## config.mk

```make
export PLATFORM = sky130hd
export DESIGN_NAME = vdh_sqrt_cell
export DESIGN_NICKNAME = d
export VERILOG_FILES = /design/src/rtl/core/vdh_pkg.sv /design/src/rtl/core/vdh_sqrt_cell.sv
export SDC_FILE = /design/constraint.sdc
export NUM_CORES = 1
export LEC_CHECK = 0
export BUFFER_PORTS_ARGS = -buffer_cell sky130_fd_sc_hd__buf_2
export CORE_ASPECT_RATIO = 1.1
export CORE_MARGIN = 5
export CORE_UTILIZATION = 40
export CTS_CLUSTER_SIZE = 10
export DETAILED_ROUTE_END_ITERATION = 10
export PLACE_DENSITY = 0.69
export RECOVER_POWER = 50
export SYNTH_ARGS = -nofsm -noshare
export SYNTH_HDL_FRONTEND = slang
export SYNTH_SLANG_ARGS = --single-unit
```

## constraint.sdc

```tcl
create_clock -name clk -period 0.8 [get_ports clk]
set_input_delay 0.16 -clock clk [delete_from_list [all_inputs] [get_ports clk]]
set_output_delay 0.16 -clock clk [all_outputs]
set_load 0.03 [all_outputs]
```

## src/rtl/core/vdh_pkg.sv

```systemverilog
// shared types and constants for the voronoi distance heightmap core
package vdh_pkg;

	// field widths fixed by the interface
	localparam int COUNT_W    = 9;
	localparam int GAIN_W     = 15;
	localparam int GAIN_FRAC  = 12;
	localparam int FIELD_W    = 8;
	localparam int CFG_DATA_W = 15;

	localparam logic [FIELD_W-1:0] HEIGHT_MAX = 8'd255;

	// configuration register indexes
	typedef enum logic [0:0] {
		REG_SEED_COUNT    = 1'b0,
		REG_DISTANCE_GAIN = 1'b1
	} cfg_reg_t;

	// request kinds on the input tuser
	localparam logic REQ_LOAD  = 1'b0;
	localparam logic REQ_QUERY = 1'b1;

	// control flags that travel with every beat down the chain
	typedef struct packed {
		logic vld;
		logic qry;
		logic have;
	} ctl_t;

endpackage

```

## src/rtl/core/vdh_sqrt_cell.sv

```systemverilog
// one digit step of the pipelined floor square root
module vdh_sqrt_cell import vdh_pkg::*; #(
	parameter int RW   = 9,
	parameter int IDXW = 8
) (
	input  logic            clk,
	input  logic            arst_n,
	input  logic            en,
	input  ctl_t            ctl_i,
	input  logic [2*RW-1:0] rad_i,
	input  logic [RW+1:0]   rem_i,
	input  logic [RW-1:0]   root_i,
	input  logic [IDXW-1:0] idx_i,
	output ctl_t            ctl_o,
	output logic [2*RW-1:0] rad_o,
	output logic [RW+1:0]   rem_o,
	output logic [RW-1:0]   root_o,
	output logic [IDXW-1:0] idx_o
);

	ctl_t            ctl_s1;
	logic [2*RW-1:0] rad_s1;
	logic [RW+1:0]   rem_s1;
	logic [RW-1:0]   root_s1;
	logic [IDXW-1:0] idx_s1;

	logic [RW+1:0]   rem_sh, trial;
	logic            take;

	// bring down the next two radicand bits and try root*4+1
	assign rem_sh = {rem_i[RW-1:0], rad_i[2*RW-1 -: 2]};
	assign trial  = {root_i, 2'b01};
	assign take   = rem_sh >= trial;

	always_ff @(posedge clk or negedge arst_n) begin
		if (!arst_n) begin
			ctl_s1 <= '0;
		end else if (en) begin
			ctl_s1 <= ctl_i;
		end
	end

	always_ff @(posedge clk) begin
		if (en) begin
			rad_s1  <= {rad_i[2*RW-3:0], 2'b00};
			rem_s1  <= take ? rem_sh - trial : rem_sh;
			root_s1 <= {root_i[RW-2:0], take};
			idx_s1  <= idx_i;
		end
	end

	assign ctl_o  = ctl_s1;
	assign rad_o  = rad_s1;
	assign rem_o  = rem_s1;
	assign root_o = root_s1;
	assign idx_o  = idx_s1;

endmodule

```

Word-level counts from Yosys, hierarchy flattened
Index checks and enable logic that the tools add are counted.
{ "word_totals": {"ff_bits": 47, "input_bits": 52, "wordCells": 10} }
{ "classes": {"n_addsub": 1, "n_lt_le_gt_ge": 1, "mux": 1} }
{ "op_table": {"columns": ["cell", "n"], "rows": [
  ["greater-or-equal comparator 11 bit", 1],
  ["2-to-1 mux 11 bit", 1],
  ["subtractor 11 bit", 1]
]} }

Depth between registers and ports, before layout
Gate-level depths: netlist (run 1).
{ "logic_depth": {"ltp_word": 2, "mapped_depth": 7, "mapped_depth_nobuf": 7} }

Worst setup path after synthesis (run 1)
No wires, ideal clock.
{ "synth_path": {"kind": "input -> register", "from": "in root_i[3]", "to": "reg rem_s1[10], in the netlist rem_o[10], data pin", "setup_time_ns": 0.260, "arrival_time_ns": 1.673, "required_ns": 0.540, "path_slack_ns": -1.133, "stages": 7, "path_buffers": 0, "cell_sequence": "inv_1 ha_1 or2_4 a21oi_4 a21oi_2 o21ai_4 mux2_4"} }
{ "synth_between": {"elab_chain_cells": 2, "word_cells_on_any_way": 3, "classes_between": "1 x add/sub; 1 x order compare; 1 x mux"} }
{ "synth_rtl": {"columns": ["element", "line_no", "rtl"], "rows": [
  ["from (decl)", "vdh_sqrt_cell.sv:12", "input logic [RW-1:0] root_i,"],
  ["subtractor 11 bit / greater-or-equal comparator 11 bit (equally long branches)", "vdh_sqrt_cell.sv:46, vdh_sqrt_cell.sv:33", null],
  ["2-to-1 mux 11 bit (*)", "vdh_sqrt_cell.sv:46", "rem_s1 <= take ? rem_sh - trial : rem_sh;"],
  ["to (signal assigned)", "vdh_sqrt_cell.sv:46", null],
  ["to (decl)", "vdh_sqrt_cell.sv:23", "logic [RW+1:0] rem_s1;"]
]} }
Every way passes the cells marked *; elsewhere a longest branch is shown, timed or not.
A chain may end at the register's enable or synchronous reset.

Worst setup path in the final report (run 1)
{ "layout_path": {"from": "in rem_i[0]", "to": "reg rem_s1[6], in the netlist rem_o[6], data pin"} }
{ "layout_between": {"elab_chain_cells": 2, "word_cells_on_any_way": 3, "classes_between": "1 x add/sub; 1 x order compare; 1 x mux"} }
{ "layout_rtl": {"columns": ["element", "line_no", "rtl"], "rows": [
  ["from (decl)", "vdh_sqrt_cell.sv:11", "input logic [RW+1:0] rem_i,"],
  ["subtractor 11 bit / greater-or-equal comparator 11 bit (equally long branches)", "vdh_sqrt_cell.sv:46, vdh_sqrt_cell.sv:33", null],
  ["2-to-1 mux 11 bit (*)", "vdh_sqrt_cell.sv:46", null]
]} }
Marks and branches as above.

==> key figures, run 1 <==
Outcome
  – Outcome: complete, but fails checks
  – Failing checks: setup timing

Clocking
  – Clock sinks: 47
  – Reg clk slew, reported paths: 0.09 ns
  – Cts bufs inserted: 5
  – Buffer depth of the longest clock path: 2
  – H-tree Lvls: 2
  – Clk root buf: clkbuf_8
  – CTS tree: built
  – Worst skew pair latency: 0.29 ns

Power
  – Worst vdd ir: 0.997 mV
  – Power Total: 0.00759 W
  – Pwr dens: 1930 nW/µm²
  – Pleak: 1.69 nW

Finish
  – Commonest non-fill, non-tap cell in the layout: buf_6
  – Nets: 366
  – Layout cells sized above 1: 0.658
  – Area grow syn2layout: 78.2%
  – Ant diodes: 0
  – Post-layout util: 0.732
  – Commonest cells after routing, fill and taps aside: buf_6 (60), buf_4 (46), edfxtp_1 (44)

Critical path
  – Worst path required time: 0.86 ns
  – Crit path launch type: input pin
  – CP arrival: 1.68 ns
  – Critical path class: in -> reg
  – CP Capture Type: flop
  – Critical Path Fanout Max: 4

Placed design
  – Hpwl dp: 4.37 mm
  – Port-buffer cells: 96
  – Placer congestion estimate: 0.860

Floorplanning
  – Die area: 7090 µm²
  – FP Rows: 28
  – Number of I/O pins: 101
  – Die H: 87.8 µm
  – Core area: 5360 µm²
  – Starting Density: 0.411
  – Die width: 80.8 µm

GRT
  – First-pass GRT wire length: 9.47 mm
  – Antenna violations before repair: 0
  – Grt total ovfl: 0
  – GRT Util Overall: 0.175
  – Maximum number of pins on one net before global-route repair: 18
  – M3 GR Usage: 0.0545
  – GRT met1 Usage: 0.194
  – Vias in the first global route: 1,910
  – Most Crowded Layer GR: met2
  – Met2 Use GR: 0.327

Synth
  – FF+latch count, synth: 47
  – Post-Syn Area: 2200 µm²
  – Post-synth top area share: 0.600
  – Cell accounting for the most synthesized area: edfxtp_1
  – Synth Warn #: 0
  – Mapped Cells: 146
  – Ranking of synthesized cells by area: edfxtp_1 (60%), ha_1 (6.2%), mux2_4 (4.8%), dfrtp_1 (3.4%), inv_1 (2.6%)
  – Syn_area_per_cell: 15.1 µm²
  – Count of unique library cells instantiated by Yosys: 44
  – Post-synthesis sequential area ratio: 0.634

STA
  – Final period util: 2.03
  – Final Hold Fails: 0
  – Slew Viols, Final: 0
  – Fmax: 615 MHz
  – Post-layout min period: 1.63 ns
  – Layout Skew: 0 ns
  – Final worst setup slack: -0.826 ns
  – RSZ-0062 raised after global routing: true
  – Final setup fails: 61

Job
  – Maxcap violations: 0

Routing
  – Vias: 1,797
  – Drt wl/cell: 16.6 µm
  – Initial DRC count: 38
  – Pre-antenna DRT Iters: 4
  – Vias/cell: 4.74
  – Total wire length: 6.28 mm
  – Post-route ant nets: 0
  – Residual DRC: 0

Worst hold path
  – HP Class: in -> reg
-- per-layer routing --
metal  up-vias  wire length, µm
li1        871                -
met1       842             2360
met2        78             3220
met3         6              648
met4         0               54
met5         -                0
-- final cells by class --
cell class	count	area, µm²
inverters	15	86.3
well taps	75	93.8
fillers	361	1430
flip-flops and latches	47	1400
multi-input cells	83	928
repair buffers	151	1280
clock inverters	2	60.1
clock buffers	6	72.6
-- state kept, by name, indices dropped and copies added (netlist names) --
signal,cells
ctl_o,3
root_o,9
rad_o,16
idx_o,8
rem_o,11
-- Yosys cell counts, drive strengths merged --
cell,instances
nor3,4
nand3,1
nor2,2
or2b,1
nor2b,2
and2b,1
a211oi,2
nand2,3
o32ai,1
a221oi,1
nand4,2
inv,15
conb,1
a21o,1
buf,2
o211ai,2
o21a,3
nor3b,1
a31oi,1
mux2i,1
a2bb2oi,1
ha,11
a21oi,8
a32oi,1
mux2,10
or2,1
xor2,2
edfxtp,44
a21boi,1
o31a,1
o2bb2ai,2
a2111o,1
nor4b,1
dfrtp,3
o31ai,2
a2111oi,1
o21ai,5
xnor2,4
-- logic make-up after synthesis --
group,Yosys count,share of synthesized area
flops,47,0.634
compound gates,34,0.122
simple gates,19,0.0568
buf+inv,17,0.0324
fa+ha+maj,11,0.0625
mux,11,0.0676
xor+xnor,6,0.0238
other cells,1,0.00170
-- timing repair --
action	4_1_cts	5_1_grt
hold buffers	1	0
setup endpoints to repair	59	61
buffers inserted	5	3
pin swaps	13	7
hold endpoints to repair	3	0
gates resized for setup	121	10
-- power breakdown --
part | internal (W) | switching [W] | leakage [nW]
combinational | 0.00127 | 0.00120 | 1.16
sequential | 0.00297 | 0.000121 | 0.463
clock | 0.00125 | 0.000786 | 0.0654
total | 0.00548 | 0.00210 | 1.69
-- worst paths after layout --
path / slack, ns / cells past startpoint / start / endpoint
worst min register to register: 0.55 / 1 / ctl_o[0] / ctl_o[0]
worst min-delay path: 0.03 / 1 / idx_i[7] / idx_o[7]
worst max-delay path: -0.83 / 8 / rem_i[0] / rem_o[6]
worst max register to register: -0.12 / 2 / ctl_o[2] / ctl_o[2]
min in group asynchronous: 0.19 / 2 / arst_n / ctl_o[0]
max in group asynchronous: 0.43 / 2 / arst_n / ctl_o[2]
-- critical path: stages --
cell and delay (ns):
buf_8 0.10, ha_4 0.24, o211ai_1 0.20, a2bb2oi_2 0.23
a21oi_2 0.12, o21ai_4 0.19, buf_6 0.15, mux2_4 0.29
-- metrics by stage --
stage               TNS, ns  cell area (µm²)  worst slack (ns)  std cells  hold WS (ns)
floorplan            -10.89             2370             -1.00        147        -0.136
global placement     -15.52             3310             -1.18        364       -0.0393
detailed placement   -16.29             3310             -1.21        364       -0.0384
CTS                  -18.58             3880            -0.808        376        0.0253
global route         -21.84             3930            -0.934        379        0.0192
finish               -18.97             3930            -0.826        379        0.0340
Note: power is estimated with default switching activity, not from simulation.
==> run 2, diff against run 1 <==
--- a/config.mk
+++ b/config.mk
@@ -12,7 +12,6 @@
 export CTS_CLUSTER_SIZE = 10
 export DETAILED_ROUTE_END_ITERATION = 10
 export PLACE_DENSITY = 0.69
-export RECOVER_POWER = 50
 export SYNTH_ARGS = -nofsm -noshare
 export SYNTH_HDL_FRONTEND = slang
 export SYNTH_SLANG_ARGS = --single-unit
==> constraint.sdc (replaced) <==
create_clock -name clk -period 0.8 [get_ports clk]
set_input_delay 0.04 -clock clk [delete_from_list [all_inputs] [get_ports clk]]
set_output_delay 0.04 -clock clk [all_outputs]
set_load 0.03 [all_outputs]
==> key figures, run 2 (synthesis results as in run 1) <==
Outcome
  – Outcome: complete, but fails checks (unchanged)
  – Failing checks: setup timing (unchanged)

Clocking
  – Reg clk slew, reported paths: 0.09 ns (about the same)
  – CTS tree: built (unchanged)
  – Cts bufs inserted: 5 (unchanged)
  – Clock sinks: 47 (unchanged)
  – Worst skew pair latency: 0.29 ns (about the same)
  – Clk root buf: clkbuf_8 (unchanged)
  – H-tree Lvls: 2 (unchanged)
  – Buffer depth of the longest clock path: 2 (unchanged)

GRT
  – First-pass GRT wire length: 10.6 mm (was 9.47 mm)
  – Maximum number of pins on one net before global-route repair: 19 (was 18)
  – Antenna violations before repair: 0 (unchanged)
  – Grt total ovfl: 0 (unchanged)
  – GRT Util Overall: 0.198 (was 0.175)
  – Vias in the first global route: 2,084 (was 1,910)

Routing
  – Vias: 1,923 (was 1,797)
  – Residual DRC: 0 (unchanged)
  – Drt wl/cell: 16.5 µm (was 16.6 µm)
  – Vias/cell: 4.69 (was 4.74)
  – Post-route ant nets: 0 (unchanged)
  – Pre-antenna DRT Iters: 4 (unchanged)
  – Initial DRC count: 57 (was 38)
  – Total wire length: 6.76 mm (was 6.28 mm)

Worst hold path
  – Hold_sp: rem_i[2] (was idx_i[7])
  – HP Class: in -> reg (unchanged)
  – Worst Hold End: rem_o[4] (was idx_o[7])
  – Worst Hold Path Cells: 2 (was 1)

Finish
  – Commonest cells after routing, fill and taps aside: buf_6 (63), edfxtp_1 (44), buf_4 (43) (was buf_6 (60), buf_4 (46), edfxtp_1 (44))
  – Area grow syn2layout: 92.1% (was 78.2%)
  – Ant diodes: 0 (unchanged)
  – Filler cell count: 313 (was 361)
  – Nets: 397 (was 366)
  – Commonest non-fill, non-tap cell in the layout: buf_6 (unchanged)
  – Fin cells: 410 (was 379)
  – Max reg flops: 16 (unchanged)
  – Layout cells sized above 1: 0.594 (was 0.658)

Critical path
  – R2r startpoint: ctl_o[2] (unchanged)
  – CP Cell Sequence: buf_4, ha_4, or2_4, a21oi_4, a21oi_2, o21ai_4, buf_6, mux2_4 (was buf_8, ha_4, o211ai_1, a2bb2oi_2, a21oi_2, o21ai_4, buf_6, mux2_4)
  – Crit path launch type: input pin (unchanged)
  – Reg2Reg Depth: 1 (was 2)
  – R2R setup slack: 0 ns (was -0.12 ns)
  – CP max stage cell: mux2_4 (unchanged)
  – Critical path class: in -> reg (unchanged)
  – CP Capture Type: flop (unchanged)
  – Crit. Startpoint: rem_i[3] (was rem_i[0])
  – Worst path required time: 0.85 ns (was 0.86 ns)
  – FF-to-FF End: ctl_o[2] (unchanged)
  – Crit-path max cell delay: 0.29 ns (about the same)
  – Critical Path Fanout Max: 4 (unchanged)
  – Worst Path Buf+Inv: 2 (unchanged)
  – CP arrival: 1.59 ns (was 1.68 ns)
  – Worst path top cell family by delay: compound AO/OA/AOI/OAI gates (unchanged)

STA
  – RSZ-0062 raised after global routing: true (unchanged)
  – Final worst setup slack: -0.741 ns (was -0.826 ns)
  – Total negative slack: -11.91 ns (was -18.97 ns)
  – Fmax: 649 MHz (was 615 MHz)
  – Final Hold Fails: 0 (unchanged)
  – Final setup fails: 60 (was 61)
  – Layout Skew: 0 ns (unchanged)
  – Final hold slack: 0.0507 ns (was 0.0340 ns)
  – Final period util: 1.93 (was 2.03)
  – Slew Viols, Final: 0 (unchanged)
  – Post-layout min period: 1.54 ns (was 1.63 ns)

Power
  – Worst vdd ir: 0.879 mV (was 0.997 mV)
  – Net Sw Frac: 0.300 (was 0.277)
  – Pleak: 1.81 nW (was 1.69 nW)
  – Psw: 0.00213 W (was 0.00210 W)
  – Sequential share of power: 0.438 (was 0.407)
  – Int Pwr: 0.00495 W (was 0.00548 W)
  – Clk pwr share: 0.197 (was 0.268)
  – Logic pwr share: 0.365 (was 0.325)
  – Pwr dens: 1670 nW/µm² (was 1930 nW/µm²)

Floorplanning
  – FP Rows: 28 (unchanged)
  – Number of I/O pins: 101 (unchanged)
  – Core area: 5360 µm² (unchanged)
  – Die H: 87.8 µm (unchanged)
  – Die width: 80.8 µm (unchanged)
  – Starting Density: 0.411 (unchanged)
  – Die area: 7090 µm² (unchanged)

Placed design
  – # placed instances: 363 (was 364)
  – Hpwl dp: 4.50 mm (was 4.37 mm)
  – Placer congestion estimate: 0.860 (about the same)
  – Port-buffer cells: 96 (unchanged)

Job
  – Maxcap violations: 0 (unchanged)
## run 2: cell types whose count changed in the layout (fill, tap and decap cells not counted), moves of 2 or more
cell           previous run  this run
buf_4                    46        43
buf_6                    60        63
bufinv_16                 2         0
clkbuf_1                  6         0
dlygate4sd3_1             1        36
## run 2: timing repair
action / 4_1_cts / 5_1_grt
hold endpoints to repair: 38 / 0
resized for setup: 117 / 17
endpoints found under the setup margin: 59 / 62
setup buffers: 3 / 1
pin swaps: 12 / 11
hold buffers: 36 / 0
## run 2: worst max-delay path by stage
| stage | end | slack [ns] | cells after the start |
|---|---|---|---|
| after global placement | rem_o[8] | -1.06 | 8 |
| after global routing | rem_o[5] | -0.80 | 9 |
| after detailed placement | rem_o[8] | -1.08 | 8 |
| after CTS | rem_o[8] | -0.69 | 9 |
| final | rem_o[8] | -0.74 | 8 |
| after floorplan | rem_o[10] | -0.88 | 7 |
## run 2: per-stage QoR
stage	worst slack (ns)	util	total power, W	cell area, µm²
2_1_floorplan	-0.880	-	0.00427	2370
3_3_place_gp	-1.06	0.617	0.00503	3310
3_5_place_dp	-1.08	0.617	0.00507	3310
4_1_cts	-0.694	0.778	0.00707	4170
5_1_grt	-0.795	0.789	0.00744	4230
6_report	-0.741	0.789	0.00707	4230
## run 2: layout make-up
| type | count | area, µm² | area share |
|---|---|---|---|
| clock buffers | 5 | 68.8 | 0.0163 |
| clock inverters | 3 | 20.0 | 0.00473 |
| inverters | 15 | 86.3 | 0.0204 |
| multi-input cells | 83 | 915 | 0.216 |
| flip-flops and latches | 47 | 1400 | 0.331 |
| well taps | 75 | 93.8 | 0.0222 |
| repair buffers | 182 | 1650 | 0.389 |
## run 2: power groups by stage
stage          logic, W  clock network (W)  registers [W]
3_3_place_gp    0.00196                  0        0.00307
3_5_place_dp    0.00200                  0        0.00308
5_1_grt         0.00275            0.00158        0.00311
6_report        0.00258            0.00140        0.00309
2_1_floorplan  0.000704                  0        0.00356
4_1_cts         0.00251            0.00147        0.00308
## run 2: metal layers
metal,GRT usage,up-vias,routed length [µm],part of all wire
li1,-,934,-,-
met3,0.0628,11,733,0.11
met5,0,-,0,0
met1,0.228,889,2560,0.38
met2,0.351,89,3370,0.50
met4,0.0568,0,95,0.014
==> run 3, diff against run 2 <==
--- a/config.mk
+++ b/config.mk
@@ -11,7 +11,7 @@
 export CORE_UTILIZATION = 40
 export CTS_CLUSTER_SIZE = 10
 export DETAILED_ROUTE_END_ITERATION = 10
-export PLACE_DENSITY = 0.69
+export PLACE_DENSITY = 0.7
 export SYNTH_ARGS = -nofsm -noshare
 export SYNTH_HDL_FRONTEND = slang
 export SYNTH_SLANG_ARGS = --single-unit
==> key figures, run 3 (synthesis results as in run 1) <==
Placed design
  – Placer congestion estimate: 0.831 (was 0.860)
  – Hpwl dp: 4.38 mm (was 4.50 mm)
  – Setup WS pre-CTS: -1.09 ns (was -1.08 ns)
  – Port-buffer cells: 96 (unchanged)

Finish
  – Nets: 393 (was 397)
  – Commonest non-fill, non-tap cell in the layout: buf_6 (unchanged)
  – Ant diodes: 0 (unchanged)
  – Commonest cells after routing, fill and taps aside: buf_6 (50), buf_2 (45), edfxtp_1 (44) (was buf_6 (63), edfxtp_1 (44), buf_4 (43))
  – Area grow syn2layout: 88.9% (was 92.1%)
  – Max reg flops: 16 (unchanged)
  – Post-layout util: 0.776 (was 0.789)
  – Layout cells sized above 1: 0.595 (was 0.594)

STA
  – RSZ-0062 raised after global routing: true (unchanged)
  – Final Hold Fails: 0 (unchanged)
  – Slew Viols, Final: 0 (unchanged)
  – Post-layout min period: 1.49 ns (was 1.54 ns)
  – Final setup fails: 61 (was 60)
  – Final period util: 1.86 (was 1.93)
  – Final hold slack: 0.0847 ns (was 0.0507 ns)
  – Fmax: 673 MHz (was 649 MHz)
  – Layout Skew: 0 ns (unchanged)
  – Final worst setup slack: -0.687 ns (was -0.741 ns)

Routing
  – Initial DRC count: 52 (was 57)
  – Vias: 1,925 (was 1,923)
  – Drt wl/cell: 17.0 µm (was 16.5 µm)
  – Total wire length: 6.89 mm (was 6.76 mm)
  – Residual DRC: 0 (unchanged)
  – Post-route ant nets: 0 (unchanged)
  – Vias/cell: 4.74 (was 4.69)
  – Pre-antenna DRT Iters: 4 (unchanged)

Floorplanning
  – Starting Density: 0.411 (unchanged)
  – Number of I/O pins: 101 (unchanged)
  – FP Rows: 28 (unchanged)
  – Die width: 80.8 µm (unchanged)
  – Die H: 87.8 µm (unchanged)
  – Die area: 7090 µm² (unchanged)
  – Core area: 5360 µm² (unchanged)

Clocking
  – H-tree Lvls: 2 (unchanged)
  – Worst skew pair latency: 0.29 ns (about the same)
  – Cts bufs inserted: 5 (unchanged)
  – CTS tree: built (unchanged)
  – Clk root buf: clkbuf_8 (unchanged)
  – Clock sinks: 47 (unchanged)
  – Reg clk slew, reported paths: 0.09 ns (about the same)
  – Buffer depth of the longest clock path: 2 (unchanged)

Critical path
  – CP Capture Type: flop (unchanged)
  – Critical path class: in -> reg (unchanged)
  – R2r startpoint: ctl_o[0] (was ctl_o[2])
  – CP arrival: 1.54 ns (was 1.59 ns)
  – Critical Path Fanout Max: 7 (was 4)
  – Worst path required time: 0.85 ns (about the same)
  – Crit. Startpoint: root_i[0] (was rem_i[3])
  – Crit path launch type: input pin (unchanged)

Power
  – Worst vdd ir: 0.887 mV (was 0.879 mV)
  – Pwr dens: 1710 nW/µm² (was 1670 nW/µm²)
  – Pleak: 1.77 nW (was 1.81 nW)

Outcome
  – Failing checks: setup timing (unchanged)
  – Outcome: complete, but fails checks (unchanged)

GRT
  – Maximum number of pins on one net before global-route repair: 27 (was 19)
  – Vias in the first global route: 2,043 (was 2,084)
  – Grt total ovfl: 0 (unchanged)
  – Antenna violations before repair: 0 (unchanged)
  – GRT Util Overall: 0.197 (was 0.198)
  – First-pass GRT wire length: 10.5 mm (was 10.6 mm)

Worst hold path
  – HP Class: in -> async (was in -> reg)

Job
  – Maxcap violations: 0 (unchanged)
## run 3: changes by cell type in the layout (fill, tap and decap cells not counted), sizes merged
cell / previous run / this run
buf: 146 / 142
## run 3: area by class of cell
| type | count | area (µm²) |
|---|---|---|
| clock buffer | 5 | 68.8 |
| clock inverter | 3 | 20.0 |
| fill | 338 | 1200 |
| inverter | 15 | 88.8 |
| multi-input combinational | 83 | 943 |
| sequential | 47 | 1400 |
| tap | 75 | 93.8 |
| timing repair buffer | 178 | 1550 |
## run 3: power by group
group | switching [W] | internal [W]
Combinational | 0.00123 | 0.00133
Sequential | 0.000124 | 0.00297
Clock | 0.000839 | 0.000611
## run 3: metrics by stage
step                      cell area [µm²]  TNS (ns)  power [W]  cells
after floorplan                      2370     -9.45    0.00427    147
after global placement               3270    -12.43    0.00502    358
after detailed placement             3270    -13.02    0.00506    358
after CTS                            4070    -11.92    0.00699    405
after global routing                 4160    -14.10    0.00744    406
final                                4160    -11.88    0.00710    406
## run 3: final timing paths
path / slack [ns] / to / depth (start not counted)
worst max register to register: -0.02 / ctl_o[0] / 1
worst min-delay path: 0.08 / ctl_o[2] / 2
max in group asynchronous: 0.58 / ctl_o[0] / 2
worst min register to register: 0.55 / ctl_o[2] / 1
min in group clk: 0.10 / rem_o[3] / 2
worst max-delay path: -0.69 / rem_o[2] / 9
## run 3: layer usage
metal,track usage,vias to the layer above,share of wire
li1,-,924,-
met1,0.217,915,0.37
met2,0.377,78,0.53
met3,0.0525,8,0.086
met4,0.0399,0,0.0097
met5,0,-,0
## run 3: what timing repair did
item                                    4_1_cts  5_1_grt
resized for setup                           104       16
gates cloned                                  0        0
endpoints found under the hold margin        38        0
endpoints found under the setup margin       59       62
setup buffers                                 3        1
pin swaps                                     8        7
hold buffers                                 36        0
## run 3: worst max-delay path, cell delays in order
cell	delay [ns]
buf_12	0.09
inv_12	0.03
ha_4	0.24
o211ai_1	0.20
a2bb2oi_2	0.21
a21oi_2	0.11
o21ai_4	0.17
buf_12	0.15
mux2_4	0.29
