### config.mk
export PLATFORM = sky130hd
export DESIGN_NAME = vdh_seed_cell
export DESIGN_NICKNAME = d
export VERILOG_FILES = /design/src/rtl/core/vdh_pkg.sv /design/src/rtl/core/vdh_seed_cell.sv
export SDC_FILE = /design/constraint.sdc
export NUM_CORES = 1
export LEC_CHECK = 0
export ABC_AREA = 0
export BUFFER_PORTS_ARGS = -buffer_cell sky130_fd_sc_hd__buf_2
export CORE_ASPECT_RATIO = 1.1
export CORE_MARGIN = 2
export CORE_UTILIZATION = 40
export CTS_CLUSTER_DIAMETER = 30
export DETAILED_ROUTE_END_ITERATION = 12
export GPL_ROUTABILITY_DRIVEN = 0
export PLACE_DENSITY_LB_ADDON = 0.3
export SYNTH_ARGS = -nofsm -noshare
export SYNTH_HDL_FRONTEND = slang
export SYNTH_SLANG_ARGS = --single-unit
### constraint.sdc
create_clock -name clk -period 6.6 [get_ports clk]
set_input_delay 1.32 -clock clk [delete_from_list [all_inputs] [get_ports clk]]
set_output_delay 1.32 -clock clk [all_outputs]
set_load 0.1 [all_outputs]
### src/rtl/core/vdh_pkg.sv
// shared types and constants for the voronoi distance heightmap core
package vdh_pkg;

	// field widths fixed by the interface
	localparam int COUNT_W    = 9;
	localparam int GAIN_W     = 15;
	localparam int GAIN_FRAC  = 12;
	localparam int FIELD_W    = 8;
	localparam int CFG_DATA_W = 15;

	localparam logic [FIELD_W-1:0] HEIGHT_MAX = 8'd255;

	// configuration register indexes
	typedef enum logic [0:0] {
		REG_SEED_COUNT    = 1'b0,
		REG_DISTANCE_GAIN = 1'b1
	} cfg_reg_t;

	// request kinds on the input tuser
	localparam logic REQ_LOAD  = 1'b0;
	localparam logic REQ_QUERY = 1'b1;

	// control flags that travel with every beat down the chain
	typedef struct packed {
		logic vld;
		logic qry;
		logic have;
	} ctl_t;

endpackage

### src/rtl/core/vdh_seed_cell.sv
// one seed cell: holds a seed point and folds it into the running nearest search
module vdh_seed_cell import vdh_pkg::*; #(
	parameter int CELL_IDX   = 0,
	parameter int COORD_BITS = 8,
	parameter int IDXW       = 8,
	parameter int CNTW       = 9
) (
	input  logic                    clk,
	input  logic                    arst_n,
	input  logic                    en,
	input  logic [CNTW-1:0]         count,
	input  ctl_t                    ctl_i,
	input  logic [COORD_BITS-1:0]   row_i,
	input  logic [COORD_BITS-1:0]   col_i,
	input  logic [FIELD_W-1:0]      ld_idx_i,
	input  logic [2*COORD_BITS:0]   best_sq_i,
	input  logic [IDXW-1:0]         best_idx_i,
	output ctl_t                    ctl_o,
	output logic [COORD_BITS-1:0]   row_o,
	output logic [COORD_BITS-1:0]   col_o,
	output logic [FIELD_W-1:0]      ld_idx_o,
	output logic [2*COORD_BITS:0]   best_sq_o,
	output logic [IDXW-1:0]         best_idx_o
);

	localparam int PW   = 2 * COORD_BITS;
	localparam int SQW  = 2 * COORD_BITS + 1;
	localparam int CMPW = (IDXW > FIELD_W) ? IDXW : FIELD_W;

	logic [COORD_BITS-1:0] seed_row_q, seed_col_q;
	logic [COORD_BITS-1:0] dr, dc;
	logic                  ld_hit;

	ctl_t                  ctl_s1, ctl_s2;
	logic [COORD_BITS-1:0] row_s1, col_s1, row_s2, col_s2;
	logic [FIELD_W-1:0]    ld_idx_s1, ld_idx_s2;
	logic [SQW-1:0]        best_sq_s1, best_sq_s2;
	logic [IDXW-1:0]       best_idx_s1, best_idx_s2;
	logic [PW-1:0]         dr2_s1, dc2_s1;

	logic [SQW-1:0]        sq;
	logic                  active, upd;

	assign dr = (row_i > seed_row_q) ? row_i - seed_row_q : seed_row_q - row_i;
	assign dc = (col_i > seed_col_q) ? col_i - seed_col_q : seed_col_q - col_i;

	// loads travel the chain too, so each cell sees them in beat order
	assign ld_hit = ctl_i.vld && (ctl_i.qry == REQ_LOAD)
		&& (CMPW'({{CMPW{1'b0}}, ld_idx_i}) == CMPW'(CELL_IDX));

	always_ff @(posedge clk) begin
		if (en && ld_hit) begin
			seed_row_q <= row_i;
			seed_col_q <= col_i;
		end
	end

	always_ff @(posedge clk or negedge arst_n) begin
		if (!arst_n) begin
			ctl_s1 <= '0;
			ctl_s2 <= '0;
		end else if (en) begin
			ctl_s1 <= ctl_i;
			ctl_s2 <= '{vld: ctl_s1.vld, qry: ctl_s1.qry, have: ctl_s1.have | upd};
		end
	end

	assign sq     = SQW'(dr2_s1) + SQW'(dc2_s1);
	assign active = (ctl_s1.qry == REQ_QUERY) && (CNTW'(CELL_IDX) < count);
	assign upd    = active && (!ctl_s1.have || (sq < best_sq_s1));

	always_ff @(posedge clk) begin
		if (en) begin
			row_s1      <= row_i;
			col_s1      <= col_i;
			ld_idx_s1   <= ld_idx_i;
			best_sq_s1  <= best_sq_i;
			best_idx_s1 <= best_idx_i;
			dr2_s1      <= PW'(dr) * PW'(dr);
			dc2_s1      <= PW'(dc) * PW'(dc);

			row_s2      <= row_s1;
			col_s2      <= col_s1;
			ld_idx_s2   <= ld_idx_s1;
			best_sq_s2  <= upd ? sq : best_sq_s1;
			best_idx_s2 <= upd ? IDXW'(CELL_IDX) : best_idx_s1;
		end
	end

	assign ctl_o      = ctl_s2;
	assign row_o      = row_s2;
	assign col_o      = col_s2;
	assign ld_idx_o   = ld_idx_s2;
	assign best_sq_o  = best_sq_s2;
	assign best_idx_o = best_idx_s2;

endmodule

After elaboration in Yosys (flattened, before gate mapping). Index checks and enable logic that the tools add are counted. W data, S select, Z words.

Logic and storage cells: 44. Bits of input ports: 64. Flip-flop bits (word level): 152. Output and inout port bits: 52.

Order comparisons: 4. Reduce and logical (&&, ||, !) cells: 8. Multipliers: 2. Muxes and demuxes: 3. Add/subtract/negate cells: 5. Bitwise gates (word level): 2.

Operators with widths (number): $mul A8 B8 Y16 (2); $sub A8 B8 Y8 (4); $add A16 B16 Y17 (1); $lt A17 B17 Y1 (1); $mux W17 (1); $gt A8 B8 Y1 (2); $mux W8 (2); $lt A1 B9 Y1 const A (1); $logic_not A8 Y1 (1); $logic_and A1 B1 Y1 (5); $logic_not A1 Y1 (1); $logic_or A1 B1 Y1 (1); $not A1 Y1 (1); $or A1 B1 Y1 (1).

Longest topological paths before layout. Gate-level depths: netlist of the first run.

Depth in word-level cells: 5. Depth in mapped cells: 31. Mapped depth without buffers: 30.

Worst setup path after synthesis of the first run. OpenSTA, ideal clock, no wires.

Kind: input -> register. From: input row_i[0]. To: register dr2_s1[15], data pin. Buffers on the path: 1. Required time: 6335 ps. Cell stages on the path: 29. Setup slack: -647 ps. Arrival time: 6982 ps. Setup time: 265 ps. Cells stage by stage: inv_1 ha_1 inv_1 fa_1 nand2_1 nand2_1 a21oi_1 o21ai_1 o22a_1 buf_4 mux2i_1 xor2_2 or2_2 inv_1 fa_1 fa_1 inv_1 fa_1 fa_1 inv_1 ha_1 o21a_1 o21ai_0 a21oi_1 o21ai_0 nand2b_1 a21oi_1 o21ai_0 xor2_1.

Longest elaborated chain between the ends: 3. Elaborated cells on any way between the ends: 5. Those cells by class: 2 x add/sub; 1 x mul; 1 x order compare; 1 x mux.

RTL lines: start, declared (line vdh_seed_cell.sv:13) `input logic [COORD_BITS-1:0] row_i,`; $sub A8 B8 Y8 or $gt A8 B8 Y1 (tied branches) (line vdh_seed_cell.sv:44) `assign dr = (row_i > seed_row_q) ? row_i - seed_row_q : seed_row_q - row_i;`; $mux W8 (*) (line vdh_seed_cell.sv:44); $mul A8 B8 Y16 (*) (line vdh_seed_cell.sv:79) `dr2_s1 <= PW'(dr) * PW'(dr);`; end signal, assigned (line vdh_seed_cell.sv:79); end, declared (line vdh_seed_cell.sv:39) `logic [PW-1:0] dr2_s1, dc2_s1;`.

Mark *: on every way between the ends. The rest lies on a longest branch, timed or not. A chain may end at the register's enable or synchronous reset.

Worst setup path after layout of the first run.
From: input col_i[0]. To: register dc2_s1[15], data pin.

Longest elaborated chain between the ends: 3. Elaborated cells on any way between the ends: 5. Those cells by class: 2 x add/sub; 1 x mul; 1 x order compare; 1 x mux.

RTL lines: start, declared (line vdh_seed_cell.sv:14) `input logic [COORD_BITS-1:0] col_i,`; $sub A8 B8 Y8 or $gt A8 B8 Y1 (tied branches) (line vdh_seed_cell.sv:45) `assign dc = (col_i > seed_col_q) ? col_i - seed_col_q : seed_col_q - col_i;`; $mux W8 (*) (line vdh_seed_cell.sv:45); $mul A8 B8 Y16 (*) (line vdh_seed_cell.sv:80) `dc2_s1 <= PW'(dc) * PW'(dc);`; end signal, assigned (line vdh_seed_cell.sv:80); end, declared (line vdh_seed_cell.sv:39).

Marked as above.

==> summary.txt, run 1 <==
Run status
  – Outcome: finished, violations left
  – Failing checks: setup timing

Clock tree
  – Clock transition at path regs: 0.07 ns
  – Total CTS buffers: 17
  – Cts hold-fix bufs: 0
  – Total number of H-tree levels: 4
  – Clk_lat worst skew: 0.43 ns
  – CTS tree: done
  – CTS Sinks: 150
  – CTS Buffer Depth: 2
  – Root buf cell: clkbuf_16

Yosys
  – Cells after Synth: 874
  – Synth async-reset ratio: 4.00%
  – Post-synth top flop: edfxtp_1
  – Synth unique cells: 61
  – Mapped cell area: 10200 µm²
  – Warnings from Yosys: 0
  – Mean Syn Cell Area: 11.7 µm²
  – Sequential area share after synthesis: 43.7%
  – FF+latch count, synth: 150
  – EDFF count, synth: 144

Routing
  – Routed wl met3: 770 µm
  – Routed wl met2: 10.2 mm
  – Wl on met1: 9.31 mm
  – First-pass DRT Iterations: 4
  – ANT nets after route: 0
  – 1st-iter DRT viols: 255
  – DR vias/cell: 4.72
  – DR top layer: met4
  – Vias: 7014
  – DRT Wirelength: 20.5 mm
  – Drt wl/cell: 13.8 µm
  – Drt drc: 0

Cells and area
  – Filler-free cell count of the finished design: 1486
  – # diodes: 0
  – Most frequent cells in the layout: 152 x buf_4, 144 x edfxtp_1, 142 x inv_1
  – Filler Cells Inserted: 2154
  – Leading cell type in the layout, fill and taps excluded: buf_4
  – Nets: 1398
  – Syn-to-layout area delta: 33.7%
  – Share of post-route cells with drive strength above 1: 37.9%

Die
  – Die Area: 26900 µm²
  – Std-Cell Rows: 61
  – Top Ports: 116
  – Die Y-Extent: 172 µm
  – Core area: 25200 µm²
  – Starting Density: 40.6%
  – Die Span X: 156 µm

Power and ir drop
  – Comb pwr share: 64.2%
  – Sequential share of power: 21.3%
  – Sw power: 2.80 mW
  – Leakage power figure: 6.30 nW
  – PwrDens: 487 nW/µm²
  – Switching Fraction: 42.0%
  – VDD IR max: 0.298 mV
  – Clk pwr share: 14.5%
  – Pint: 3.86 mW
  – Power consumption: 6.66 mW

Critical path
  – Reg2reg setup slack: 0.57 ns
  – Worst r2r src: seed_col_q[0]
  – Crit start category: primary input
  – Reg2reg path depth: 26
  – Worst path arrival time: 6.82 ns
  – CP startpoint: col_i[0]
  – CP max FO: 5
  – Crit end category: register
  – Crit path required time: 6.76 ns
  – R2r endpoint: dc2_s1[15]
  – Setup Crit Path Kind: in2reg

Min path
  – Hold path endpoint: col_o[1]
  – Min-delay src: col_s1[1]
  – Min-delay worst type: reg2reg
  – Worst Hold Depth: 0

STA
  – Max-slew violation count: 0
  – Setup ws final: -0.0620 ns
  – Fmax: 150 MHz
  – Slew @ Worst Pin: 0.813 ns
  – Hold Fails Final Rpt: 0
  – Slew headroom: 45.8%
  – Final setup skew: 0.0124 ns
  – RSZ-0062 raised after global routing: true
  – Endpoints failing setup: 3
  – Final period utilization: 101%
  – Min Tclk post-route: 6.66 ns

GRT
  – GRT overflow: 0
  – Pin count of the biggest net entering global routing: 60
  – Initial antenna violation count: 0
  – First-pass GRT wire length: 33.8 mm
  – GR Util All Layers: 16.0%
  – Vias in the first global route: 7271

Placement
  – Port bufs: 115
  – Final HPWL DP: 15.4 mm
  – Pre-CTS WS: -0.649 ns
  – DP Cell Count: 1431

Flow run
  – Max Cap Viol: 0
[how the worst max path moves through the flow]
stage / end / slack, ns / cells after the start
global placement: dc2_s1[14] / -0.52 / 28
CTS: dc2_s1[15] / 0.003 / 28
detailed placement: dc2_s1[15] / -0.65 / 29
floorplan: dr2_s1[15] / -0.21 / 29
finish: dc2_s1[15] / -0.06 / 28
global route: dc2_s1[15] / -0.27 / 28
[power groups by stage]
stage / sequential [mW] / combinational (mW) / clock [mW]
detailed placement: 1.44 / 3.92 / 0
finish: 1.42 / 4.28 / 0.964
CTS: 1.42 / 4.11 / 0.991
global placement: 1.44 / 3.83 / 0
global route: 1.43 / 4.76 / 1.03
floorplan: 1.87 / 2.40 / 0
[area by class of cell]
cell class | count | area, µm² | area share (%)
multi-input cells | 558 | 5760 | 42.1
flip-flops and latches | 150 | 4470 | 32.7
repair buffers | 273 | 1860 | 13.6
inverters | 158 | 618 | 4.52
clock buffers | 18 | 429 | 3.14
well taps | 315 | 394 | 2.88
clock inverters | 14 | 141 | 1.03
[worst max-delay path, stage by stage]
cell and delay (ns):
buf_8 0.11, inv_12 0.04, ha_4 0.12, inv_2 0.03, fa_2 0.36, nand3_4 0.11
a21oi_4 0.06, o32ai_4 0.35, buf_12 0.17, mux2i_1 0.18, o21a_1 0.15, a21oi_2 0.05
mux2_4 0.35, nand2_1 0.09, nand2_2 0.08, fa_1 0.55, inv_2 0.05, fa_1 0.48
fa_1 0.54, inv_1 0.05, fa_1 0.50, inv_2 0.05, ha_4 0.28, inv_2 0.05
o21bai_4 0.14, a41oi_2 0.13, a21oi_1 0.17, xor3_1 0.23
[synth_stat cells, types with 7 or more instances]
cell type | instances | area share (%)
and2_1 | 10 | 0.61
xor2_1 | 15 | 1.3
nand2b_1 | 8 | 0.49
mux2i_1 | 13 | 1.3
or2_2 | 8 | 0.49
nor3_1 | 7 | 0.34
xnor2_1 | 35 | 3.0
o21ai_0 | 20 | 0.98
o21bai_1 | 9 | 0.66
nor2b_1 | 10 | 0.61
nand2_1 | 30 | 1.1
nor2_1 | 70 | 2.6
edfxtp_1 | 144 | 42
a21o_1 | 11 | 0.81
a21oi_1 | 50 | 2.4
fa_1 | 54 | 11
ha_1 | 122 | 15
inv_1 | 157 | 5.8
mux2_2 | 18 | 2.0
[per-stage QoR]
stage	util, %	instance area (µm²)	hold slack, ns	TNS [ns]
global route	54.3	13700	0.425	-1.21
global placement	49.8	12500	0.401	-3.47
CTS	52.9	13300	0.415	0
detailed placement	49.8	12500	0.405	-4.53
finish	54.3	13700	0.413	-0.169
floorplan	-	10600	0.400	-0.794
[flip-flops by register name (all words and copies together), names as in the netlist]
| name | cells |
|---|---|
| col_s1 | 8 |
| dc2_s1 | 15 |
| ctl_o | 3 |
| seed_col_q | 8 |
| dr2_s1 | 15 |
| row_s1 | 8 |
| best_idx_o | 8 |
| ld_idx_s1 | 8 |
| row_o | 8 |
| best_idx_s1 | 8 |
| col_o | 8 |
| ctl_s1 | 3 |
| best_sq_s1 | 17 |
| ld_idx_o | 8 |
| seed_row_q | 8 |
| best_sq_o | 17 |
[cell families after synthesis]
kind of cell	after synthesis	share of synthesized area (%)
xor+xnor	55	5.15
compound gates	126	7.89
fa+ha+maj	176	25.5
mux	35	3.73
other cells	1	0.0367
simple gates	164	7.62
flops	150	43.7
buf+inv	167	6.32
[layer usage]
metal / track usage, % / vias to the layer above
met4: 3.87 / 0
met1: 19.8 / 3335
met3: 2.97 / 14
met5: 0 / -
met2: 28.7 / 129
li1: - / 3536
[repair_timing]
action,in CTS,in global routing
gates resized for setup,26,50
pin swaps,27,29
endpoints found under the setup margin,5,9
buffers inserted,7,16
cloned,1,0
(Power assumes the default switching activity.)
==> run 2: changes to the inputs <==
--- a/config.mk
+++ b/config.mk
@@ -13,7 +13,9 @@
 export CTS_CLUSTER_DIAMETER = 30
 export DETAILED_ROUTE_END_ITERATION = 12
 export GPL_ROUTABILITY_DRIVEN = 0
+export GPL_TIMING_DRIVEN = 0
 export PLACE_DENSITY_LB_ADDON = 0.3
+export RECOVER_POWER = 25
 export SYNTH_ARGS = -nofsm -noshare
 export SYNTH_HDL_FRONTEND = slang
 export SYNTH_SLANG_ARGS = --single-unit
==> summary.txt, run 2 (synthesis results as in run 1) <==
Run status
  – Failing checks: setup timing
  – Outcome: finished, violations left

Cells and area
  – Share of post-route cells with drive strength above 1: 33.1%
  – Design area: 13200 µm²
  – Syn-to-layout area delta: 29.3%
  – Leading cell type in the layout, fill and taps excluded: edfxtp_1
  – # diodes: 0
  – Most frequent cells in the layout: 144 x edfxtp_1, 136 x inv_1, 100 x ha_1
  – Nets: 1310

Critical path
  – Crit start category: primary input
  – Worst path arrival time: 6.85 ns
  – Crit path required time: 6.77 ns
  – CP max FO: 5
  – Worst stage delay on the critical path: 0.52 ns
  – Worst path slowest cell: fa_1
  – Setup Crit Path Kind: in2reg
  – Crit end category: register
  – Critical path's most frequent cell: buf_6

STA
  – Setup ws final: -0.0740 ns
  – Max-slew violation count: 0
  – Slew headroom: 62.9%
  – Final period utilization: 101%
  – Final setup skew: 0.0106 ns
  – RSZ-0062 raised after global routing: true
  – Endpoints failing setup: 3
  – Slew @ Worst Pin: 0.555 ns
  – Min Tclk post-route: 6.67 ns
  – Hold Fails Final Rpt: 0
  – Fmax: 150 MHz

Clock tree
  – CTS Buffer Depth: 2
  – Root buf cell: clkbuf_16
  – CTS Sinks: 150
  – Clock transition at path regs: 0.07 ns
  – Clk_lat worst skew: 0.43 ns
  – CTS tree: done
  – Total number of H-tree levels: 4
  – Total CTS buffers: 17

Die
  – Core area: 25200 µm²
  – Std-Cell Rows: 61
  – Starting Density: 40.6%
  – Top Ports: 116
  – Die Y-Extent: 172 µm
  – Die Area: 26900 µm²
  – Die Span X: 156 µm

GRT
  – GRT overflow: 0
  – Initial antenna violation count: 0
  – Pin count of the biggest net entering global routing: 95
  – First-pass GRT wire length: 32.5 mm
  – Vias in the first global route: 7008
  – GR Util All Layers: 15.3%

Routing
  – DR vias/cell: 4.80
  – Vias: 6707
  – First-pass DRT Iterations: 5
  – 1st-iter DRT viols: 276
  – Drt drc: 0
  – ANT nets after route: 0
  – DRT Wirelength: 19.6 mm
  – Drt wl/cell: 14.0 µm

Min path
  – Min-delay worst type: reg2reg

Power and ir drop
  – Power consumption: 6.56 mW
  – VDD IR max: 0.213 mV
  – PwrDens: 496 nW/µm²
  – Leakage power figure: 5.85 nW

Placement
  – Final HPWL DP: 14.0 mm
  – Pre-CTS WS: -1.09 ns
  – Area after DPL: 11600 µm²
  – Port bufs: 115

Flow run
  – Max Cap Viol: 0
run 2: power breakdown:
part	leakage (nW)	total (mW)	internal, mW	switching [mW]
Sequential	1.47	1.41	1.36	0.0499
Combinational	4.08	4.11	1.82	2.30
Clock	0.301	1.04	0.608	0.430
Total	5.85	6.56	3.79	2.78
run 2: final timing paths:
path                               start         end  slack [ns]  depth (start not counted)
min in group asynchronous         arst_n   ctl_s1[0]        0.75                          1
min                            row_s1[5]    row_o[5]        0.42                          0
max reg2reg                seed_col_q[5]  dc2_s1[14]        0.48                         26
max                             col_i[0]  dc2_s1[14]       -0.07                         29
max in group asynchronous         arst_n    ctl_o[1]        5.61                          1
min reg2reg                    row_s1[5]    row_o[5]        0.42                          0
run 2: cell type report:
class                      count  area [µm²]
buffer                         7        53.8
multi-input combinational    558        5910
sequential                   150        4470
fill                        2155       12000
timing repair buffer         178        1160
clock inverter                14         186
clock buffer                  18         429
inverter                     158         618
tap                          315         394
run 2: repair_timing:
item,4_1_cts,5_1_grt
hold buffers,0,0
pin swaps,57,28
resized for setup,72,45
cloned,1,0
setup endpoints to repair,13,9
buffers inserted,51,9
run 2: stage by stage:
stage,hold WS (ns),std cells,TNS [ns],utilization [%]
floorplan,0.400,875,-0.794,-
global placement,0.402,1305,-26.97,45.8
detailed placement,0.406,1308,-11.33,46.0
CTS,0.421,1389,-0.0372,51.4
global route,0.424,1398,-1.54,52.5
finish,0.419,1398,-0.161,52.5
run 2: worst max-delay path: cells and delay by family:
family / cells / cell delay (ns)
muxes: 1 / 0.28
adders and majority gates: 7 / 2.40
buffers and inverters: 9 / 0.79
xor gates and xnor gates: 2 / 0.41
AOI/OAI and AO/OA: 7 / 1.37
and+or+nand+nor: 3 / 0.26
run 2: per-layer routing:
metal | vias to the layer above | routed length (µm) | global-route usage [%] | part of all wire [%]
met5 | - | 0 | 0 | 0
met4 | 0 | 331 | 5.31 | 1.7
met3 | 23 | 880 | 3.15 | 4.5
met2 | 141 | 9640 | 27.4 | 49
met1 | 3186 | 8770 | 18.4 | 45
li1 | 3357 | - | - | -
==> run 3: changes to the inputs <==
--- a/config.mk
+++ b/config.mk
@@ -9,7 +9,7 @@
 export BUFFER_PORTS_ARGS = -buffer_cell sky130_fd_sc_hd__buf_2
 export CORE_ASPECT_RATIO = 1.1
 export CORE_MARGIN = 2
-export CORE_UTILIZATION = 40
+export CORE_UTILIZATION = 54
 export CTS_CLUSTER_DIAMETER = 30
 export DETAILED_ROUTE_END_ITERATION = 12
 export GPL_ROUTABILITY_DRIVEN = 0
==> summary.txt, run 3 (synthesis results as in run 1) <==
Critical path
  – Reg2reg setup slack: 0.48 ns
  – Setup Crit Path Kind: in2reg
  – Worst path slowest cell: fa_1
  – Worst path arrival time: 6.89 ns
  – CP max FO: 7
  – Worst r2r src: seed_col_q[0]
  – Reg2reg path depth: 26
  – Crit end category: register
  – CP startpoint: col_i[0]
  – Worst Setup EP: dc2_s1[14]
  – Worst stage delay on the critical path: 0.56 ns
  – Crit start category: primary input
  – Crit path required time: 6.79 ns
  – R2r endpoint: dc2_s1[14]

STA
  – Hold Fails Final Rpt: 0
  – RSZ-0062 raised after global routing: true
  – Slew headroom: 61.1%
  – Final period utilization: 101%
  – Slew @ Worst Pin: 0.582 ns
  – Final setup skew: 0.0162 ns
  – Setup ws final: -0.0987 ns
  – Min Tclk post-route: 6.70 ns
  – Fmax: 149 MHz
  – Setup TNS: -0.104 ns
  – Endpoints failing setup: 3
  – Max-slew violation count: 0

GRT
  – Pin count of the biggest net entering global routing: 107
  – Vias in the first global route: 7031
  – Initial antenna violation count: 0
  – GRT overflow: 0
  – GR Util All Layers: 20.4%
  – First-pass GRT wire length: 32.0 mm

Power and ir drop
  – Pint: 3.62 mW
  – Sequential share of power: 22.2%
  – Switching Fraction: 43.1%
  – Sw power: 2.74 mW
  – Comb pwr share: 62.6%
  – VDD IR max: 0.323 mV
  – PwrDens: 483 nW/µm²
  – Clk pwr share: 15.2%
  – Leakage power figure: 5.85 nW

Routing
  – 1st-iter DRT viols: 335
  – First-pass DRT Iterations: 6
  – Vias: 6871
  – Drt wl/cell: 15.3 µm
  – DR vias/cell: 5.16
  – ANT nets after route: 0
  – DRT Wirelength: 20.4 mm
  – Drt drc: 0

Die
  – Starting Density: 55.3%
  – Std-Cell Rows: 52
  – Top Ports: 116
  – Die Area: 20100 µm²
  – Core area: 18500 µm²
  – Die Span X: 135 µm
  – Die Y-Extent: 148 µm

Cells and area
  – Final core utilization: 71.2%
  – # diodes: 0
  – Leading cell type in the layout, fill and taps excluded: edfxtp_1
  – Most frequent cells in the layout: 144 x edfxtp_1, 136 x inv_1, 103 x buf_2
  – Share of post-route cells with drive strength above 1: 34.0%
  – Nets: 1315
  – Syn-to-layout area delta: 28.6%
  – Filler-free cell count of the finished design: 1331
  – Filler Cells Inserted: 1277

Placement
  – Final HPWL DP: 13.5 mm
  – DP Cell Count: 1236
  – Port bufs: 115

Clock tree
  – Clk_lat worst skew: 0.44 ns
  – Cts hold-fix bufs: 0
  – Total CTS buffers: 17
  – Total number of H-tree levels: 4
  – Clock transition at path regs: 0.06 ns
  – CTS Sinks: 150
  – CTS Buffer Depth: 2
  – CTS tree: done
  – Root buf cell: clkbuf_16

Min path
  – Min-delay src: row_s1[1]
  – Min-delay worst type: reg2reg

Flow run
  – Max Cap Viol: 0

Run status
  – Outcome: finished, violations left
  – Failing checks: setup timing
==> run 3: cell types whose count changed in the layout (fill, tap and decap cells not counted), moves of 3 or more <==
cell / delta
buf_2: +4
a21oi_4: -3
xnor2_2: +4
clkbuf_1: -5
or2_4: +3
buf_4: +7
xnor2_1: -3
inv_6: -3
==> run 3: worst min-delay path by stage <==
stage	cells after the start	slack, ns	end
2_1_floorplan	0	0.40	col_o[0]
3_3_place_gp	0	0.40	ld_idx_o[3]
3_5_place_dp	0	0.40	ld_idx_o[0]
4_1_cts	0	0.42	row_o[1]
5_1_grt	0	0.42	row_o[0]
6_report	0	0.42	row_o[1]
==> run 3: timing repair <==
item / in CTS / in global routing
gates cloned: 0 / 1
pin swaps: 73 / 38
resized for setup: 74 / 50
endpoints found under the hold margin: 0 / 0
setup buffers: 52 / 12
setup endpoints to repair: 12 / 9
==> run 3: final cells by class <==
type	instances	area, µm²	share of cell area [%]
flip-flops and latches	150	4470	34.0
well taps	243	304	2.31
clock buffers	18	439	3.34
inverters	158	621	4.72
plain buffers	7	67.6	0.514
clock inverters	14	140	1.07
repair buffers	183	1190	9.05
multi-input cells	558	5920	45.0
==> run 3: layer usage <==
layer	global-route usage (%)	share of wire [%]
met5	0	0
met3	3.95	4.7
met4	7.50	2.3
met2	36.8	51
met1	24.4	42
==> run 3: power groups by stage <==
stage,Combinational [mW],Sequential [mW],Clock [mW]
CTS,3.82,1.41,0.984
finish,3.98,1.41,0.964
detailed placement,3.50,1.43,0
global route,4.39,1.43,1.02
floorplan,2.40,1.87,0
global placement,3.40,1.43,0
==> run 3: per-stage QoR <==
stage                     hold WS [ns]  power, mW  instance area [µm²]  setup slack, ns
after global placement           0.401       4.83                11500            -1.02
after CTS                        0.419       6.22                12800           -0.107
after detailed placement         0.405       4.93                11500            -1.12
after global routing             0.422       6.84                13200           -0.266
after floorplan                  0.400       4.26                10600           -0.214
final                            0.419       6.35                13200          -0.0987
==> run 3: critical path, delay by kind of cell <==
kind                       cells  cell delay [ns]
buffers and inverters          9             0.87
muxes                          1             0.28
AOI/OAI and AO/OA              5             1.06
adders and majority gates      7             2.37
xor gates and xnor gates       2             0.34
and+or+nand+nor                5             0.65
